`src/hdl/btda_pkg.sv`:
```
// Package for the binary to decimal ASCII converter.
// Holds shared widths, constants, the add-3 adjust function and the stage-to-stage item type.
package btda_pkg;
    localparam int BIN_W   = 32;
    localparam int NDIG    = 10;
    localparam int BCD_W   = NDIG * 4;
    localparam int CHAR_W  = 6;
    localparam int CNT_W   = 4;
    localparam int STAGES  = 4;
    localparam int BITS_PER_STAGE = BIN_W / STAGES;
    localparam logic [CHAR_W-1:0] DIGIT_BASE = 6'd48;

    typedef struct packed {
        logic [BIN_W-1:0] bin;
        logic [BCD_W-1:0] bcd;
    } t_dd;

    function automatic logic [BCD_W-1:0] f_adj(input logic [BCD_W-1:0] b);
        logic [BCD_W-1:0] r;
        r = b;
        for (int i = 0; i < NDIG; i++) begin
            if (b[i*4 +: 4] > 4'd4) begin
                r[i*4 +: 4] = b[i*4 +: 4] + 4'd3;
            end
        end
        return r;
    endfunction
endpackage

```
`src/hdl/btda_stage.sv`:
```
// One double-dabble pipeline stage: BITS_PER_STAGE shift-add-3 steps.
// Depends on btda_pkg.
module btda_stage (
    input  logic             i_clk,
    input  logic             i_rst_n,
    input  logic             i_en,
    input  logic             i_valid,
    input  btda_pkg::t_dd    i_dd,
    output logic             o_valid,
    output btda_pkg::t_dd    o_dd
);
    btda_pkg::t_dd n_dd;
    btda_pkg::t_dd r_dd;
    logic          r_valid;

    always_comb begin
        n_dd = i_dd;
        for (int s = 0; s < btda_pkg::BITS_PER_STAGE; s++) begin
            n_dd.bcd = btda_pkg::f_adj(n_dd.bcd);
            n_dd.bcd = {n_dd.bcd[btda_pkg::BCD_W-2:0], n_dd.bin[btda_pkg::BIN_W-1]};
            n_dd.bin = {n_dd.bin[btda_pkg::BIN_W-2:0], 1'b0};
        end
    end

    always_ff @(posedge i_clk) begin
        if (!i_rst_n) begin
            r_valid <= 1'b0;
        end else if (i_en) begin
            r_valid <= i_valid;
        end
        if (i_en) begin
            r_dd <= n_dd;
        end
    end

    assign o_valid = r_valid;
    assign o_dd    = r_dd;
endmodule

```
`src/hdl/btda_emit.sv`:
```
// Digit emitter: leading-zero skip and MSD-first character output.
// Depends on btda_pkg.
module btda_emit (
    input  logic                          i_clk,
    input  logic                          i_rst_n,
    input  logic                          i_valid,
    input  logic [btda_pkg::BCD_W-1:0]    i_bcd,
    output logic                          o_ready,
    output logic                          m_axis_tvalid,
    input  logic                          m_axis_tready,
    output logic [7:0]                    m_axis_tdata,
    output logic                          m_axis_tlast
);
    logic [btda_pkg::BCD_W-1:0] r_bcd;
    logic [btda_pkg::CNT_W-1:0] r_idx;
    logic                       r_busy;
    logic [btda_pkg::CNT_W-1:0] n_top;
    logic                       w_take;

    always_comb begin
        n_top = '0;
        for (int i = 0; i < btda_pkg::NDIG; i++) begin
            if (i_bcd[i*4 +: 4] != 4'd0) begin
                n_top = btda_pkg::CNT_W'(i);
            end
        end
    end

    assign o_ready = !r_busy || (m_axis_tready && r_idx == '0);
    assign w_take  = i_valid && o_ready;

    always_ff @(posedge i_clk) begin
        if (!i_rst_n) begin
            r_busy <= 1'b0;
        end else if (w_take) begin
            r_busy <= 1'b1;
        end else if (r_busy && m_axis_tready && r_idx == '0) begin
            r_busy <= 1'b0;
        end
        if (w_take) begin
            r_bcd <= i_bcd;
            r_idx <= n_top;
        end else if (r_busy && m_axis_tready && r_idx != '0) begin
            r_idx <= r_idx - 1'b1;
        end
    end

    assign m_axis_tvalid = r_busy;
    assign m_axis_tlast  = (r_idx == '0);
    assign m_axis_tdata  = {2'b00, btda_pkg::DIGIT_BASE
                           + {2'b00, r_bcd[r_idx*4 +: 4]}};

    a_last_idx: assert property (@(posedge i_clk) disable iff (!i_rst_n)
        m_axis_tvalid && m_axis_tlast |-> r_idx == '0)
        else $error("last without index zero");
    a_digit: assert property (@(posedge i_clk) disable iff (!i_rst_n)
        m_axis_tvalid |-> r_bcd[r_idx*4 +: 4] <= 4'd9)
        else $error("non-decimal digit");
    a_hold: assert property (@(posedge i_clk) disable iff (!i_rst_n)
        m_axis_tvalid && !m_axis_tready |=> m_axis_tvalid && $stable(r_idx))
        else $error("index moved under stall");
endmodule

```
`src/hdl/binary_to_decimal_ascii.sv`:
```
// Binary to decimal ASCII converter, top level.
// Conversion: 4 pipeline stages of 8 double-dabble steps, then the emitter registers the value.
// The emitter sends one character per cycle while m_axis_tready is high, 1 to 10 characters per value.
// The conversion pipeline accepts one value a cycle and stalls behind the emitter.
// Reset (i_rst_n, synchronous, active low) clears all valid bits; data is not reset.
// Depends on btda_pkg, btda_stage, btda_emit.
module binary_to_decimal_ascii (
    input  logic        i_clk,
    input  logic        i_rst_n,
    input  logic        s_axis_tvalid,
    output logic        s_axis_tready,
    input  logic [31:0] s_axis_tdata,   // [31:0] value
    output logic        m_axis_tvalid,
    input  logic        m_axis_tready,
    output logic [7:0]  m_axis_tdata,   // [5:0] digit_char
    output logic        m_axis_tlast    // last_digit
);
    localparam int N = btda_pkg::STAGES;
    btda_pkg::t_dd   w_dd [N+1];
    logic            w_v  [N+1];
    logic            w_emit_ready;
    logic            w_en;

    assign w_en          = w_emit_ready || !w_v[N];
    assign s_axis_tready = w_en;
    assign w_v[0]        = s_axis_tvalid;
    assign w_dd[0].bin   = s_axis_tdata;
    assign w_dd[0].bcd   = '0;

    for (genvar g = 0; g < N; g++) begin : g_stage
        btda_stage u_stage (
            .i_clk   (i_clk),
            .i_rst_n (i_rst_n),
            .i_en    (w_en),
            .i_valid (w_v[g]),
            .i_dd    (w_dd[g]),
            .o_valid (w_v[g+1]),
            .o_dd    (w_dd[g+1])
        );
    end

    btda_emit u_emit (
        .i_clk         (i_clk),
        .i_rst_n       (i_rst_n),
        .i_valid       (w_v[N]),
        .i_bcd         (w_dd[N].bcd),
        .o_ready       (w_emit_ready),
        .m_axis_tvalid (m_axis_tvalid),
        .m_axis_tready (m_axis_tready),
        .m_axis_tdata  (m_axis_tdata),
        .m_axis_tlast  (m_axis_tlast)
    );
endmodule

```
`config.mk`:
```
export PLATFORM = sky130hd
export DESIGN_NAME = binary_to_decimal_ascii
export DESIGN_NICKNAME = d
export VERILOG_FILES = /design/src/hdl/btda_pkg.sv /design/src/hdl/btda_stage.sv /design/src/hdl/btda_emit.sv /design/src/hdl/binary_to_decimal_ascii.sv
export SDC_FILE = /design/constraint.sdc
export NUM_CORES = 1
export LEC_CHECK = 0
export ABC_AREA = 1
export BUFFER_PORTS_ARGS = -buffer_cell sky130_fd_sc_hd__buf_2
export CAP_MARGIN = 20
export CORE_ASPECT_RATIO = 0.7
export CORE_MARGIN = 2
export CORE_UTILIZATION = 40
export CTS_BUF_LIST = sky130_fd_sc_hd__clkbuf_8 sky130_fd_sc_hd__clkbuf_16
export DETAILED_ROUTE_END_ITERATION = 8
export GPL_TIMING_DRIVEN = 0
export REMOVE_ABC_BUFFERS = 1
export SYNTH_ARGS = -nofsm -noshare
export SYNTH_HDL_FRONTEND = slang
export SYNTH_HIERARCHICAL = 1
export SYNTH_SLANG_ARGS = --single-unit
```
`constraint.sdc`:
```
create_clock -name i_clk -period 8.3 [get_ports i_clk]
set_input_delay 0.415 -clock i_clk [delete_from_list [all_inputs] [get_ports i_clk]]
set_output_delay 0.415 -clock i_clk [all_outputs]
set_load 0.02 [all_outputs]
```
==> impl_metrics.toml <==
[global_route]
grt_first_pass_wirelength_um = 138400
grt_usage = 0.1423
use_met1 = 0.1881
globalRouteMet2Util = 0.2502
grt.overflow.total = 0
grt_pass1_vias = 34180
grt_use_met3 = 0.01662
antenna_found_initial = 2
grt_max_degree = 65
top_usage_layer = "met2"

[placed_design]
place.gp.congestion = 0.7972
dp_hpwl_um = 60760
numPortBuffers = 42
dp.cells = 8089
dpl_cell_area_um2 = 43500

[route]
viasPerCell = 4.580
drtIter0Drc = 1652
wire_per_inst_um = 9.133
first_pass_iters = 6
drc_errors = 0
wl_um = 74580
dr_total_vias = 37400
ant_nets = 0

[final_layout]
multi_input_area_um2 = 29370
final_cell_area_um2 = 44770
seq_area_um2 = 7667
final_common_cell = "nand2_1"
nets = 7063
fill_cells = 10430
drive_gt1_frac = 0.1894
fin_util = 0.4383
area_growth_pct = 8.604
instances_no_fill = 8166
final_cell_mix = "nand2_1, inv_1, nand3_1, nand2_2, edfxtp_1"

[sta]
period_minus_slack_ns = 6.359
hold_violations = 0
max_freq_mhz = 157.2
fin_skew_ns = 0.02919
hold_slack_ns = 0.04957
period_share = 0.7662
worstMarginPinSlew_ns = 0.7536
rsz0062_at_grt = "no"
slew_headroom = 0.4976
setup-violations-final = 0
slew_viol_final = 0

[critical_path]
critPathCaptureType = "register"
critPathTopFamily = "simple AND/OR/NAND/NOR gates"
required_ns = 8.72
rrSetupSlack_ns = 1.94
cpPeakStageDelay_ns = 0.38
critical_path_buf_inv_count = 10
crit_slowest_cell = "edfxtp_1"
path_max_fanout = 5
cp-start-kind = "register"
cpMostUsedCell = "nand2_1"
crit_type = "reg2reg"
arrival_ns = 6.78

[cts]
cts.repair.resized = 0
htreeDepth = 2
cts_made_buffers = 34
clock-root-buffer = "clkbuf_16"
cts_tree = "yes"
clock_latency_ns = 0.57
cts.hold.buffers_added = 18
cts_sinks = 257
cts_buffer_depth = 3
path_clk_slew_ns = 0.07
postCtsSetupRepairBufs = 0

[yosys]
synthCells = 6613
synth_area_um2 = 41220
synth_warnings = 6
syn_avg_cell_area_um2 = 6.234

[floorplanning]
dieHeight_um = 272.6
core_um2 = 102100
die_w_um = 387.7
dieArea_um2 = 105700
initial_core_util = 0.4036
rows = 98
io_pins = 47

[hold_path]
hold_path_class = "in2reg"

[status]
outcome = "finished clean"

[job]
drv_cap = 0
## through the flow
step           setup slack, ns  TNS (ns)
6_report                 1.941         0
5_1_grt                  1.098         0
4_1_cts                  1.930         0
3_5_place_dp             1.956         0
3_3_place_gp            -2.136   -391.03
2_1_floorplan            1.271         0
## layer usage
layer | wire length, µm | vias to the layer above | part of all wire
met5 | 0 | - | 0
met1 | 38910 | 16030 | 0.52
li1 | - | 21110 | -
met2 | 32930 | 210 | 0.44
met4 | 1064 | 0 | 0.014
met3 | 1677 | 56 | 0.022
## registers in the layout, summed over array words and instances, names as in the netlist
signal	cells
u_emit/r_idx	4
g_stage.u_stage/o_valid	4
g_stage.u_stage/o_dd	208
u_emit/m_axis_tvalid	1
u_emit/r_bcd	40
## area by class of cell
| cell class | count | share of cell area |
|---|---|---|
| repair buffers | 63 | 0.01056 |
| clock inverters | 24 | 0.005394 |
| multi-input cells | 5250 | 0.6559 |
| inverters | 1187 | 0.1001 |
| clock buffers | 34 | 0.01900 |
| well taps | 1350 | 0.03773 |
| flip-flops and latches | 257 | 0.1713 |
| diodes | 1 | 0.00005589 |
## worst paths after layout
kind | from | end | depth (start not counted)
hold reg to reg | g_stage[1].u_stage/o_dd[57] | g_stage[2].u_stage/o_dd[65] | 0
setup reg to reg | g_stage[2].u_stage/o_dd[33] | g_stage[3].u_stage/o_dd[38] | 45
setup / recovery | g_stage[2].u_stage/o_dd[33] | g_stage[3].u_stage/o_dd[38] | 45
hold / removal | s_axis_tdata[18] | g_stage[0].u_stage/o_dd[66] | 1
Power is left out: the tool's default activity adds up to more than one toggle a clock period on the data nets, which glitch-free logic cannot reach.
